<file path="config.mk">
export PLATFORM = sky130hd
export DESIGN_NAME = fpd_res_fifo_flat
export DESIGN_NICKNAME = d
export VERILOG_FILES = /design/src/fpd_pkg.sv /design/src/fpd_if.sv /design/src/fpd_res_fifo.sv /design/src/flat_wrapper.sv
export SDC_FILE = /design/constraint.sdc
export NUM_CORES = 1
export LEC_CHECK = 0
export BUFFER_PORTS_ARGS = -buffer_cell sky130_fd_sc_hd__buf_2
export CAP_MARGIN = 20
export CORE_ASPECT_RATIO = 1.1
export CORE_MARGIN = 1
export CORE_UTILIZATION = 54
export CTS_BUF_LIST = sky130_fd_sc_hd__clkbuf_4
export CTS_CLUSTER_DIAMETER = 40
export CTS_CLUSTER_SIZE = 10
export DETAILED_ROUTE_END_ITERATION = 16
export PLACE_DENSITY = 0.82
export SYNTH_ARGS = -nofsm -noshare
export SYNTH_HDL_FRONTEND = slang
export SYNTH_SLANG_ARGS = --single-unit
</file>
<file path="constraint.sdc">
create_clock -name clk -period 6.8 [get_ports clk]
set_input_delay 2.04 -clock clk [delete_from_list [all_inputs] [get_ports clk]]
set_output_delay 2.04 -clock clk [all_outputs]
set_load 0.1 [all_outputs]
</file>
<file path="src/fpd_pkg.sv">
`default_nettype none

package fpd_pkg;

  localparam int VALUE_W       = 64;
  localparam int CODE_W        = 3;
  localparam int RES_BYTES_W   = 4;
  localparam int FCM_SHIFT     = 6;
  localparam int STRIDE_SHIFT  = 2;
  localparam int FCM_HASH_LSB  = 48;
  localparam int STRIDE_HASH_LSB = 40;

  localparam logic [CODE_W-1:0] BC_0B = 3'd0;
  localparam logic [CODE_W-1:0] BC_1B = 3'd1;
  localparam logic [CODE_W-1:0] BC_2B = 3'd2;
  localparam logic [CODE_W-1:0] BC_3B = 3'd3;
  localparam logic [CODE_W-1:0] BC_5B = 3'd4;
  localparam logic [CODE_W-1:0] BC_6B = 3'd5;
  localparam logic [CODE_W-1:0] BC_7B = 3'd6;
  localparam logic [CODE_W-1:0] BC_8B = 3'd7;

  typedef struct packed {
    logic                   use_stride_predictor;
    logic [CODE_W-1:0]      byte_code;
    logic [VALUE_W-1:0]     residual;
    logic [RES_BYTES_W-1:0] residual_bytes;
  } res_t;

  // leading zero byte class, no 4-byte class
  function automatic logic [CODE_W-1:0] leading_code(input logic [VALUE_W-1:0] r);
    logic [CODE_W-1:0] c;
    c = BC_8B;
    if (r[63:56] == '0) c = BC_7B;
    if (r[63:48] == '0) c = BC_6B;
    if (r[63:40] == '0) c = BC_5B;
    if (r[63:24] == '0) c = BC_3B;
    if (r[63:16] == '0) c = BC_2B;
    if (r[63:8] == '0) c = BC_1B;
    if (r == '0) c = BC_0B;
    return c;
  endfunction

  function automatic logic [RES_BYTES_W-1:0] code_bytes(input logic [CODE_W-1:0] c);
    return {1'b0, c} + {3'b000, c[2]};
  endfunction

endpackage

`default_nettype wire

</file>
<file path="src/fpd_if.sv">
`default_nettype none


interface fpd_out_if import fpd_pkg::*; ();
  logic                   valid;
  logic                   ready;
  logic                   use_stride_predictor;
  logic [CODE_W-1:0]      byte_code;
  logic [VALUE_W-1:0]     residual;
  logic [RES_BYTES_W-1:0] residual_bytes;

  modport source (output valid, output use_stride_predictor, output byte_code,
                  output residual, output residual_bytes, input ready);
  modport sink (input valid, input use_stride_predictor, input byte_code,
                input residual, input residual_bytes, output ready);
endinterface

`default_nettype wire

</file>
<file path="src/fpd_res_fifo.sv">
`default_nettype none

module fpd_res_fifo import fpd_pkg::*; (
  input  logic         clk,
  input  logic         rst_n,
  input  logic         push,
  input  res_t         push_item,
  output logic         room,
  fpd_out_if.source    out_ch
);

  localparam logic [1:0] FULL = 2'd2;

  res_t       buf_r [2];
  logic       wr_ptr_r;
  logic       rd_ptr_r;
  logic [1:0] count_r;
  logic [1:0] count_nxt;
  logic       pop;
  res_t       head;

  assign pop  = out_ch.valid && out_ch.ready;
  assign room = (count_r != FULL);
  assign head = buf_r[rd_ptr_r];

  assign out_ch.valid                = (count_r != 2'd0);
  assign out_ch.use_stride_predictor = head.use_stride_predictor;
  assign out_ch.byte_code            = head.byte_code;
  assign out_ch.residual             = head.residual;
  assign out_ch.residual_bytes       = head.residual_bytes;

  always_comb begin
    count_nxt = count_r;
    if (push && !pop) begin
      count_nxt = count_r + 2'd1;
    end else if (pop && !push) begin
      count_nxt = count_r - 2'd1;
    end
  end

  always_ff @(posedge clk) begin
    if (!rst_n) begin
      wr_ptr_r <= 1'b0;
      rd_ptr_r <= 1'b0;
      count_r  <= 2'd0;
    end else begin
      count_r <= count_nxt;
      if (push) begin
        wr_ptr_r <= !wr_ptr_r;
      end
      if (pop) begin
        rd_ptr_r <= !rd_ptr_r;
      end
    end
  end

  always_ff @(posedge clk) begin
    if (push) begin
      buf_r[wr_ptr_r] <= push_item;
    end
  end

  a_no_overflow: assert property (@(posedge clk) disable iff (!rst_n)
    push |-> (count_r != FULL || pop))
    else $error("result buffer overflow");

  a_pop_drains: assert property (@(posedge clk) disable iff (!rst_n)
    pop && !push |=> count_r == $past(count_r) - 2'd1)
    else $error("result buffer count mismatch on pop");

endmodule

`default_nettype wire
</file>
<file path="src/flat_wrapper.sv">
// flat-port wrapper written by rule: the top's interface ports become plain ports
module fpd_res_fifo_flat import fpd_pkg::*;
  (clk, rst_n, push, push_item, room, out_ch_valid, out_ch_use_stride_predictor, out_ch_byte_code, out_ch_residual, out_ch_residual_bytes, out_ch_ready);
  fpd_out_if out_ch_i ();
  input  logic clk;
  input  logic rst_n;
  input  logic push;
  input  res_t push_item;
  output logic room;
  output wire logic [$bits(out_ch_i.valid)-1:0] out_ch_valid;
  output wire logic [$bits(out_ch_i.use_stride_predictor)-1:0] out_ch_use_stride_predictor;
  output wire logic [$bits(out_ch_i.byte_code)-1:0] out_ch_byte_code;
  output wire logic [$bits(out_ch_i.residual)-1:0] out_ch_residual;
  output wire logic [$bits(out_ch_i.residual_bytes)-1:0] out_ch_residual_bytes;
  input wire logic [$bits(out_ch_i.ready)-1:0] out_ch_ready;
  assign out_ch_valid = out_ch_i.valid;
  assign out_ch_use_stride_predictor = out_ch_i.use_stride_predictor;
  assign out_ch_byte_code = out_ch_i.byte_code;
  assign out_ch_residual = out_ch_i.residual;
  assign out_ch_residual_bytes = out_ch_i.residual_bytes;
  assign out_ch_i.ready = out_ch_ready;
  fpd_res_fifo u_core (.clk(clk), .rst_n(rst_n), .push(push), .push_item(push_item), .room(room), .out_ch(out_ch_i));
endmodule
</file>
Yosys cells after proc, flatten, opt, wreduce, memory -nomap -nowiden
Memories as Yosys holds them, arrays and structs flattened. A register that Yosys moved wholly into a read port is not among the register bits.
Cells that the tools add are included.
W data, S select, Z words.

cells by class
  multiplexer cells = 6
  add/subtract/negate cells = 2
  equal/unequal tests = 1
  reductions and logical operators = 9

operators with widths
  operator               number
  $logic_not A1 Y1       4
  $mux W1                4
  $mux W2                2
  $reduce_bool A2 Y1     2
  $logic_and A1 B1 Y1    3
  $add A2 B1 Y2 const B  1
  $ne A2 B2 Y1 const B   1
  $sub A2 B1 Y2 const B  1

storage, ports and cells
  memories = 1
  output and inout port bits = 74
  logic and storage cells = 22
  input bits = 76
  RAM bits = 144
  register bits = 4

memories
  memory        words  width  rd ports  clocked after Yosys merged registers in  wr ports  line                RTL
  u_core.buf_r  2      72     1         1                                        1         fpd_res_fifo.sv:14  res_t buf_r [2];

Depth between registers and ports, before layout
Gate-level depths: netlist of the first run.

  depth in word-level cells = 5
  mapped depth = 5
  gate-level depth less buffers = 5

Least setup slack after synthesis of the first run
OpenSTA, ideal clock, no wires.

  path kind = input to register
  from = input push
  to = memory u_core.buf_r[0][0] in the netlist's numbering, enable pin
  stages on the path = 1
  arrival time = 5.227 ns
  data required time = 6.288 ns
  setup time = 0.512 ns
  path slack = 1.061 ns
  path buffers = 0
  cell sequence = nor2b_1

on the way
  longest elaborated chain between the ends = 2

ends and longest elaborated chain
  element                        line                RTL
  start, declared                flat_wrapper.sv:7   input logic push;
  $mux W1                        fpd_res_fifo.sv:58  if (push) begin
  $mux W1 (not written as such)  fpd_res_fifo.sv:59  buf_r[wr_ptr_r] <= push_item;
  end, declared                  fpd_res_fifo.sv:14

Every way passes these cells.

==> results of run 1 <==
-- sequential cells by signal, indices dropped and copies added, names as in the netlist, named ones only --
register and flops:
u_core.wr_ptr_r 1, u_core.buf_r 144, u_core.rd_ptr_r 1, u_core.count_r 2
-- layout make-up --
cell class              count  area, um2
fillers                   666       3290
clock inverters            12        138
multi-input cells          89        941
diodes                      1       2.50
well taps                 120        150
flip-flops and latches    149       4430
repair buffers            150        753
clock buffers              19        143
-- cell usage in the layout (no fill, tap or decap) --
| cell type | count |
|---|---|
| a21boi_1 | 1 |
| and2_1 | 3 |
| and2_4 | 1 |
| buf_2 | 149 |
| buf_4 | 1 |
| bufinv_16 | 3 |
| clkbuf_4 | 19 |
| clkinv_1 | 2 |
| clkinv_2 | 5 |
| clkinvlp_4 | 2 |
| dfxtp_1 | 4 |
| dfxtp_4 | 1 |
| diode_2 | 1 |
| edfxtp_1 | 144 |
| ha_1 | 1 |
| mux2_1 | 72 |
| nand2b_1 | 1 |
| nor2b_1 | 1 |
| nor2b_4 | 1 |
| o21a_1 | 1 |
| o21ai_0 | 1 |
| o21ai_1 | 1 |
| or2_1 | 1 |
| or3_1 | 1 |
| xnor2_1 | 2 |
| xor2_1 | 1 |
-- metrics by stage --
| step | util, % | hold WS [ns] |
|---|---|---|
| after global placement | 63.7 | 0.496 |
| final | 66.6 | 0.540 |
| after floorplan | - | 0.478 |
| after detailed placement | 63.7 | 0.518 |
| after CTS | 66.6 | 0.544 |
| after global routing | 66.6 | 0.590 |
-- worst register-to-register path: stages, from the launching register on --
cell	delay, ns
dfxtp_1	0.36
nor2b_4	0.65
buf_4	0.64
-- where the power goes --
group	total (mW)	switching [mW]	leakage (nW)	internal, mW
clock	0.540	0.284	0.153	0.256
sequential	1.15	0.0855	1.39	1.07
combinational	1.23	1.02	0.927	0.213
-- metal layers --
metal	vias to the layer above	wire length (um)	global-route usage [%]
li1	1294	-	-
met5	-	0	0
met4	0	182	9.96
met3	15	595	6.95
met1	1324	3420	19.2
met2	97	4600	29.0
-- cell families (layout without fill, tap and decap cells) --
group,Yosys count,count (layout),share of synthesized area [%]
muxes,72,72,14.9
other,0,1,0
AOI/OAI and AO/OA,4,4,0.460
DFF,149,149,81.3
adders and majority gates,1,1,0.230
and+or+nand+nor,9,9,1.04
xor gates and xnor gates,3,3,0.483
buffers and inverters,8,181,1.54
-- path summary, 6_finish.rpt --
kind	depth (start not counted)	to
max	2	out_ch_residual[43]
min	2	u_core.count_r[1]
min reg2reg	2	u_core.count_r[1]
max reg2reg	2	u_core.buf_r[0][61]
==> results.md, run 1 <==
- H-tree depth reported by CTS: 4
- Design Power: 2.92 mW
- Crit path DAT: around 2.3 ns
- CP top delay family: flip-flops
- Mapped Avg Cell Area: 22.1 um2
- Sequential share of the synthesized area: around four fifths
- Vias/cell: approximately 5
- CP required: roughly 4.8 ns
- Power Density: 446 nW/um2
- Initial DRC count: between 100 and 150
- Grt ovf: 0
- DIE WIDTH: between 90 and 100 um
- Worst reg2reg startpoint: u_core.wr_ptr_r
- Worst slew pin tran: slightly below 1 ns
- Post-synth top area cell: edfxtp_1
- Cts bufs inserted: 17
- Post-synth top area share: between 70% and 80%
- Syn nets: approximately 320
- Cells after Synth: between 200 and 250
- Clock Tree Root: clkbuf_4
- Antenna Nets Post-Route: 0
- Largest net degree at the start of global routing: 73
- RSZ-0062 raised after global routing: no
- IO Port Bufs: approximately 150
- Max Cap Viol: 0
- CP cell instances: mux2_1, buf_2
- Rel. slew slack: 35.1%
- Synth Register Bits: 149
- CTS tree: done
- Worst-path clk slew: 0.11 ns
- Reg2Reg Setup Slack: approximately 4.8 ns
- Max Slew Vio Count: 0
- Synth Warn #: 0
- Leak: between 2 and 2.5 nW
- VDD IR-drop max: approximately 330 uV
- Number of enable flip-flop cells after synthesis: 144
- DP HPWL: between 5000 and 6000 um
- Post-synth ARST share: 0%
- Final WL: 8790 um
- Cells resized by post-CTS repair: 0
- Top cells by count, synth: edfxtp_1, mux2_1, buf_6
- Kind of end point of the critical path: output pin
- Period minus WS final: between 4 and 5 ns
- Skew final: ~0.0064 ns
- Design Area, Final: 6560 um2
- F_max: 233 MHz
- Startpoint type of the worst setup path: flip-flop
- Leading post-synthesis cells by cell area: edfxtp_1, mux2_1, dfxtp_1
- Area Growth Syn to Fin: 20.5%
- Post-CTS Setup Inserts: 0
- Placed cell area: approximately 6300 um2
- FP Rows: 38
- Setup ws final: approximately 2.5 ns
- Worst Hold Launch: u_core.count_r[1]
- Crit share post-route: 63.0%
- Clk sinks: about 150
- Status: finished with violations
- DR WL/cell: about 16 um
- Setup TNS: 0 ns
- Synth unique cells: 17
- Count leader, synth: edfxtp_1
- Placed Instances: 508
- Pre-Repair DR Iteration Count: 10
- Core area: 9840 um2
- Max clock buf depth: 2
- Die Footprint: approximately 10000 um2
- Crit Path Max Fanout: 72
- CP peak stage delay: just under 1 ns
- Total GRT Usage: 17.5%
- Setup CP Type: reg2out
- # setup viols final: 0
- Post-CTS Hold Buffers: 0
- Final RePlAce weighted congestion: just over 0.7
- Die H: around 110 um
- Final Hold Viols: 0
- Critical Path Slowest Stage Cell: dfxtp_4
- Initial Util: between 50% and 60%
- Skew-Pair Late Insertion Delay: roughly 0.5 ns
- Buf/Inv on CP: 1
- Finished Layout Cells: 540
- Top_reg_cell synth: edfxtp_1
- Ratio of cells with drive above 1 in the final layout: between 40% and 50%
- Total Nets Final: ~480
- Post-Place Worst Slack: between 2 and 3 ns
- Vias post-DR: 2730
- Failing checks: design-rule violations
- Post-Syn Area: about 5400 um2
- Worst hold-check path type: reg2reg
- First-pass GRT wire length: roughly 13000 um
- Initial antenna violation count: 1
- I/O pins: 150
- Vias in the first global route: around 2800
- DRC viols: 14
Power figures use the tool's default switching activity.
==> run 2, diff against run 1 <==
--- a/config.mk
+++ b/config.mk
@@ -9,12 +9,12 @@
 export CAP_MARGIN = 20
 export CORE_ASPECT_RATIO = 1.1
 export CORE_MARGIN = 1
-export CORE_UTILIZATION = 54
+export CORE_UTILIZATION = 49
 export CTS_BUF_LIST = sky130_fd_sc_hd__clkbuf_4
 export CTS_CLUSTER_DIAMETER = 40
 export CTS_CLUSTER_SIZE = 10
 export DETAILED_ROUTE_END_ITERATION = 16
-export PLACE_DENSITY = 0.82
+export PLACE_DENSITY = 0.78
 export SYNTH_ARGS = -nofsm -noshare
 export SYNTH_HDL_FRONTEND = slang
 export SYNTH_SLANG_ARGS = --single-unit
==> constraint.sdc (replaced) <==
create_clock -name clk -period 3.84 [get_ports clk]
set_input_delay 1.152 -clock clk [delete_from_list [all_inputs] [get_ports clk]]
set_output_delay 1.152 -clock clk [all_outputs]
set_load 0.1 [all_outputs]
==> results.md, run 2 (synthesis gave the netlist of run 1 again) <==
- F_max: between 300 and 400 MHz
- Cts bufs inserted: 17 (unchanged)
- Sequential share of power: 37.6% (was 39.5%)
- Largest regs: u_core.buf_r: 144 flops, u_core.count_r: 2 flops (unchanged)
- Multi-input logic area: 941 um2 (unchanged)
- Worst hold-check path type: reg2reg (unchanged)
- IO Port Bufs: 149 (unchanged)
- Biggest register: u_core.buf_r (unchanged)
- Max Cap Viol: 0 (unchanged)
- Vias in the first global route: 2845 (was 2813)
- Status: completed (was finished with violations)
- FF/Latch Area: 4430 um2 (unchanged)
- Finished Core Util: 62.9% (was 66.6%)
- Cells resized by post-CTS repair: 0 (unchanged)
- Combinational Power Share: 42.5% (was 42.1%)
- CP required: 2.69 ns (was 4.76 ns)
- Final Hold Viols: 0 (unchanged)
- Grt ovf: 0 (unchanged)
- Die Footprint: 11500 um2 (was 10500 um2)
- DRC viols: 0 (was 14)
- H-tree depth reported by CTS: 4 (unchanged)
- Final WL: 8810 um (was 8790 um)
- N_diodes: 0 (was 1)
- Setup CP Type: reg2out (unchanged)
- Crit path DAT: 2.18 ns (was 2.25 ns)
- Skew-Pair Late Insertion Delay: 0.49 ns (was 0.51 ns)
- Power Density: 795 nW/um2 (was 446 nW/um2)
- Worst-path clk slew: 0.12 ns (was 0.11 ns)
- FP Rows: 39 (was 38)
- Critical Path Slowest Stage Cell: dfxtp_4 (unchanged)
- Int Pwr: 2.82 mW (was 1.54 mW)
- Max clock buf depth: 2 (unchanged)
- Sw Ratio: 46.7% (was 47.4%)
- # setup viols final: 0 (unchanged)
- Clock Tree Root: clkbuf_4 (unchanged)
- DR WL/cell: 15.6 um (was 16.3 um)
- DP HPWL: 5700 um (was 5630 um)
- Worst slew pin tran: 0.999 ns (was 0.974 ns)
- Fillers: 785 (was 666)
- Commonest non-fill, non-tap cell in the layout: buf_2 (unchanged)
- Max Slew Vio Count: 0 (unchanged)
- Skew final: 0.0120 ns (was 0.00637 ns)
- Kind of end point of the critical path: output pin (unchanged)
- Largest net degree at the start of global routing: 73 (unchanged)
- First-pass GRT wire length: 13400 um (was 13300 um)
- Pre-Repair DR Iteration Count: 4 (was 10)
- VDD IR-drop max: 770 uV (was 329 uV)
- Vias post-DR: 2753 (was 2730)
- Final RePlAce weighted congestion: 0.678 (was 0.709)
- Largest register FFs: 144 (unchanged)
- Switching power: 2.47 mW (was 1.39 mW)
- Total Nets Final: 486 (was 484)
- Die H: 113 um (was 107 um)
- Initial antenna violation count: 0 (was 1)
- Period minus WS final: ~3.3 ns
- Startpoint type of the worst setup path: flip-flop (unchanged)
- Clk sinks: 149 (unchanged)
- CP peak stage delay: 0.71 ns (was 0.99 ns)
- CTS tree: done (unchanged)
- Ratio of cells with drive above 1 in the final layout: 44.3% (was 43.4%)
- Post-CTS Setup Inserts: 0 (unchanged)
- Core area: 10600 um2 (was 9840 um2)
- Most frequent cells in the layout: buf_2, edfxtp_1, mux2_1, clkbuf_4 (was buf_2, edfxtp_1, mux2_1, clkbuf_4, clkinv_2)
- Leak: 2.50 nW (was 2.47 nW)
- Vias/cell: 4.87 (was 5.06)
- Setup TNS: 0 ns (unchanged)
- DIE WIDTH: 102 um (was 97.7 um)
- Antenna Nets Post-Route: 0 (unchanged)
- Crit Path Max Fanout: 39 (was 72)
- Crit share post-route: between 80% and 90%
- I/O pins: 150 (unchanged)
- Total GRT Usage: 16.1% (was 17.5%)
- CP cell instances: buf_12, mux2_1, buf_2 (was mux2_1, buf_2)
- Area Growth Syn to Fin: 22.5% (was 20.5%)
- Initial DRC count: 108 (was 137)
- Post-CTS Hold Buffers: 0 (unchanged)
- Initial Util: 51.4% (was 55.3%)
- Clk pwr share: 19.9% (was 18.5%)
- RSZ-0062 raised after global routing: no (unchanged)
- Rel. slew slack: 33.4% (was 35.1%)
==> run 2: final timing paths <==
kind	startpoint	endpoint	slack, ns	cells past startpoint
max	flip-flop	out_ch_residual[36]	0.51	3
min	u_core.count_r[1]	u_core.count_r[1]	0.55	2
max reg2reg	u_core.wr_ptr_r	u_core.buf_r[1][36]	2.18	1
min reg2reg	u_core.count_r[1]	u_core.count_r[1]	0.55	2
==> run 2: worst max-delay path, delay by kind of cell, from the launching register on <==
family / cells / cell delay [ns]
buffers and inverters: 2 / 0.59
multiplexers: 1 / 0.37
flip-flops: 1 / 0.71
==> run 2: through the flow <==
step	worst slack, ns	area [um2]	cells	hold slack, ns	power [mW]
2_1_floorplan	0.350	5440	246	0.478	4.02
3_3_place_gp	0.996	6330	533	0.490	4.28
3_5_place_dp	0.987	6330	533	0.525	4.30
4_1_cts	0.392	6660	565	0.553	5.35
5_1_grt	0.322	6660	565	0.583	5.48
6_report	0.512	6660	565	0.550	5.30
==> run 2: layout make-up <==
cell class / instances / area share (%)
clock buffers: 20 / 2.25
clock inverters: 12 / 2.72
well taps: 143 / 2.69
multi-input cells: 89 / 14.1
repair buffers: 152 / 11.7
flip-flops and latches: 149 / 66.5
==> run 2: power groups by stage <==
| stage | logic (mW) | registers, mW | clock network (mW) |
|---|---|---|---|
| after floorplan | 2.07 | 1.95 | 0 |
| after global placement | 2.25 | 2.03 | 0 |
| after detailed placement | 2.26 | 2.04 | 0 |
| after CTS | 2.27 | 2.00 | 1.09 |
| after global routing | 2.32 | 2.01 | 1.15 |
| final | 2.25 | 1.99 | 1.05 |
==> run 2: layer usage <==
| layer | track usage, % | up-vias | share of wire (%) |
|---|---|---|---|
| met2 | 27.5 | 111 | 52 |
| li1 | - | 1300 | - |
| met3 | 6.97 | 6 | 6.7 |
| met1 | 17.4 | 1336 | 40 |
| met4 | 6.19 | 0 | 0.84 |
| met5 | 0 | - | 0 |
==> run 3, diff against run 2 <==
--- a/config.mk
+++ b/config.mk
@@ -7,7 +7,7 @@
 export LEC_CHECK = 0
 export BUFFER_PORTS_ARGS = -buffer_cell sky130_fd_sc_hd__buf_2
 export CAP_MARGIN = 20
-export CORE_ASPECT_RATIO = 1.1
+export CORE_ASPECT_RATIO = 2
 export CORE_MARGIN = 1
 export CORE_UTILIZATION = 49
 export CTS_BUF_LIST = sky130_fd_sc_hd__clkbuf_4
==> results.md, run 3 (synthesis gave the netlist of run 1 again) <==
- Multi-input logic area: 941 um2 (unchanged)
- Final Hold Viols: 0 (unchanged)
- Max clock buf depth: 2 (unchanged)
- Critical Path Slowest Stage Cell: dfxtp_4 (unchanged)
- Cts bufs inserted: 17 (unchanged)
- Clock Tree Root: clkbuf_4 (unchanged)
- Final RePlAce weighted congestion: 0.705 (was 0.678)
- Worst reg2reg startpoint: u_core.wr_ptr_r (unchanged)
- Crit path DAT: 2.18 ns (about the same)
- Commonest non-fill, non-tap cell in the layout: buf_2 (unchanged)
- Post-CTS Setup Inserts: 0 (unchanged)
- Initial antenna violation count: 4 (was 0)
- Worst hold-check path type: reg2reg (unchanged)
- Sequential share of power: 38.5% (was 37.6%)
- DR WL/cell: 17.1 um (was 15.6 um)
- Status: completed (unchanged)
- Worst Hold Launch: u_core.count_r[1] (unchanged)
- Design Power: 5.14 mW (was 5.30 mW)
- Post-CTS Hold Buffers: 0 (unchanged)
- Area Growth Syn to Fin: 21.2% (was 22.5%)
- Switching power: 2.47 mW (about the same)
- Cells resized by post-CTS repair: 0 (unchanged)
- CP endpoint: out_ch_residual[8] (was out_ch_residual[36])
- Rel. slew slack: 35.1% (was 33.4%)
- Placed Instances: 530 (was 533)
- FP Rows: 54 (was 39)
- F_max: 300 MHz (was 301 MHz)
- Vias post-DR: 2763 (was 2753)
- Buf/Inv on CP: 2 (unchanged)
- Worst-path clk slew: 0.11 ns (was 0.12 ns)
- CP required: 2.69 ns (about the same)
- # setup viols final: 0 (unchanged)
- RSZ-0062 raised after global routing: no (unchanged)
- Most frequent cells in the layout: buf_2, edfxtp_1, mux2_1, clkbuf_4 (unchanged)
- Clk sinks: 149 (unchanged)
- Int Pwr: 2.67 mW (was 2.82 mW)
- Fillers: 826 (was 785)
- Finished Core Util: 60.6% (was 62.9%)
- CTS tree: done (unchanged)
- Initial DRC count: 118 (was 108)
- Max Cap Viol: 0 (unchanged)
- Pre-Repair DR Iteration Count: 4 (unchanged)
- CP top delay family: flip-flops (unchanged)
- Initial Util: 50.0% (was 51.4%)
- DRC viols: 0 (unchanged)
- First-pass GRT wire length: 14200 um (was 13400 um)
- DIE WIDTH: 76.5 um (was 102 um)
- Crit Path Max Fanout: 42 (was 39)
- Antenna Nets Post-Route: 0 (unchanged)
- Die Footprint: 11600 um2 (was 11500 um2)
- Stages on the worst setup path: 3 (unchanged)
- Largest regs: u_core.buf_r: 144 flops, u_core.count_r: 2 flops (unchanged)
- Combinational Power Share: 44.4% (was 42.5%)
- H-tree depth reported by CTS: 4 (unchanged)
- Clk pwr share: 17.1% (was 19.9%)
- Period minus WS final: 3.33 ns (about the same)
- Total GRT Usage: 17.3% (was 16.1%)
- Leak: 2.46 nW (was 2.50 nW)
- DP HPWL: 6550 um (was 5700 um)
- CP cell instances: buf_12, mux2_1, buf_2 (unchanged)
- Ratio of cells with drive above 1 in the final layout: 43.6% (was 44.3%)
- Kind of end point of the critical path: output pin (unchanged)
- Total Nets Final: 486 (unchanged)
- Core area: 10900 um2 (was 10600 um2)
- Largest register FFs: 144 (unchanged)
- RR Endpoint: u_core.buf_r[1][71] (was u_core.buf_r[1][36])
- Skew final: 0.0159 ns (was 0.0120 ns)
- Final WL: 9680 um (was 8810 um)
- Die H: 151 um (was 113 um)
- Reg2Reg Setup Slack: 2.24 ns (was 2.18 ns)
- FF/Latch Area: 4430 um2 (unchanged)
- Finished Layout Cells: 565 (unchanged)
- VDD IR-drop max: 582 uV (was 770 uV)
- Worst reg2reg path depth: 1 (unchanged)
- Largest net degree at the start of global routing: 73 (unchanged)
- CP peak stage delay: 0.65 ns (was 0.71 ns)
- Power Density: 779 nW/um2 (was 795 nW/um2)
- Worst slew pin tran: 0.973 ns (was 0.999 ns)
- I/O pins: 150 (unchanged)
- Biggest register: u_core.buf_r (unchanged)
- Vias in the first global route: 2901 (was 2845)
- Setup TNS: 0 ns (unchanged)
- Skew-Pair Late Insertion Delay: 0.50 ns (was 0.49 ns)
- Max Slew Vio Count: 0 (unchanged)
- Startpoint type of the worst setup path: flip-flop (unchanged)
- Setup CP Type: reg2out (unchanged)
- IO Port Bufs: 149 (unchanged)
- Grt ovf: 0 (unchanged)
- Vias/cell: 4.89 (was 4.87)
- Sw Ratio: 48.0% (was 46.7%)
- Crit share post-route: 86.7% (about the same)
run 3: cell types whose count changed in the layout (fill, tap and decap cells not counted), sizes merged:
cell    change
bufinv      -2
clkinv      +1
diode       +5
clkbuf      -1
run 3: routing by layer:
metal / GRT usage (%) / routed length [um] / vias to the layer above / share of wire, %
met4: 11.1 / 294 / 0 / 3.0
met3: 6.39 / 499 / 20 / 5.2
met1: 16.1 / 3350 / 1337 / 35
met2: 31.3 / 5540 / 102 / 57
met5: 0 / 0 / - / 0
li1: - / - / 1304 / -
run 3: final cells by class:
type,count,area share (%)
flip-flops and latches,149,67.2
multi-input cells,89,14.3
repair buffers,152,11.8
well taps,140,2.66
clock buffers,19,2.16
clock inverters,11,1.71
diodes,5,0.190
run 3: worst min path at each step:
stage | to | slack [ns] | depth (start not counted)
floorplan | u_core.count_r[1] | 0.48 | 2
global placement | u_core.count_r[1] | 0.49 | 2
detailed placement | u_core.count_r[1] | 0.55 | 2
CTS | u_core.count_r[1] | 0.56 | 2
global route | u_core.count_r[1] | 0.60 | 2
finish | u_core.count_r[1] | 0.56 | 2
run 3: power groups by stage:
stage / Clock, mW / Sequential [mW] / Combinational [mW]
final: 0.881 / 1.98 / 2.28
after global routing: 0.985 / 1.99 / 2.34
after CTS: 0.916 / 1.98 / 2.30
after detailed placement: 0 / 2.02 / 2.29
after global placement: 0 / 2.01 / 2.27
after floorplan: 0 / 1.95 / 2.07
run 3: metrics by stage:
step / worst slack (ns) / hold WS (ns) / instance area [um2]
after floorplan: 0.350 / 0.478 / 5440
after global routing: 0.372 / 0.599 / 6590
after global placement: 1.04 / 0.490 / 6320
final: 0.511 / 0.558 / 6590
after detailed placement: 1.02 / 0.546 / 6320
after CTS: 0.414 / 0.561 / 6580
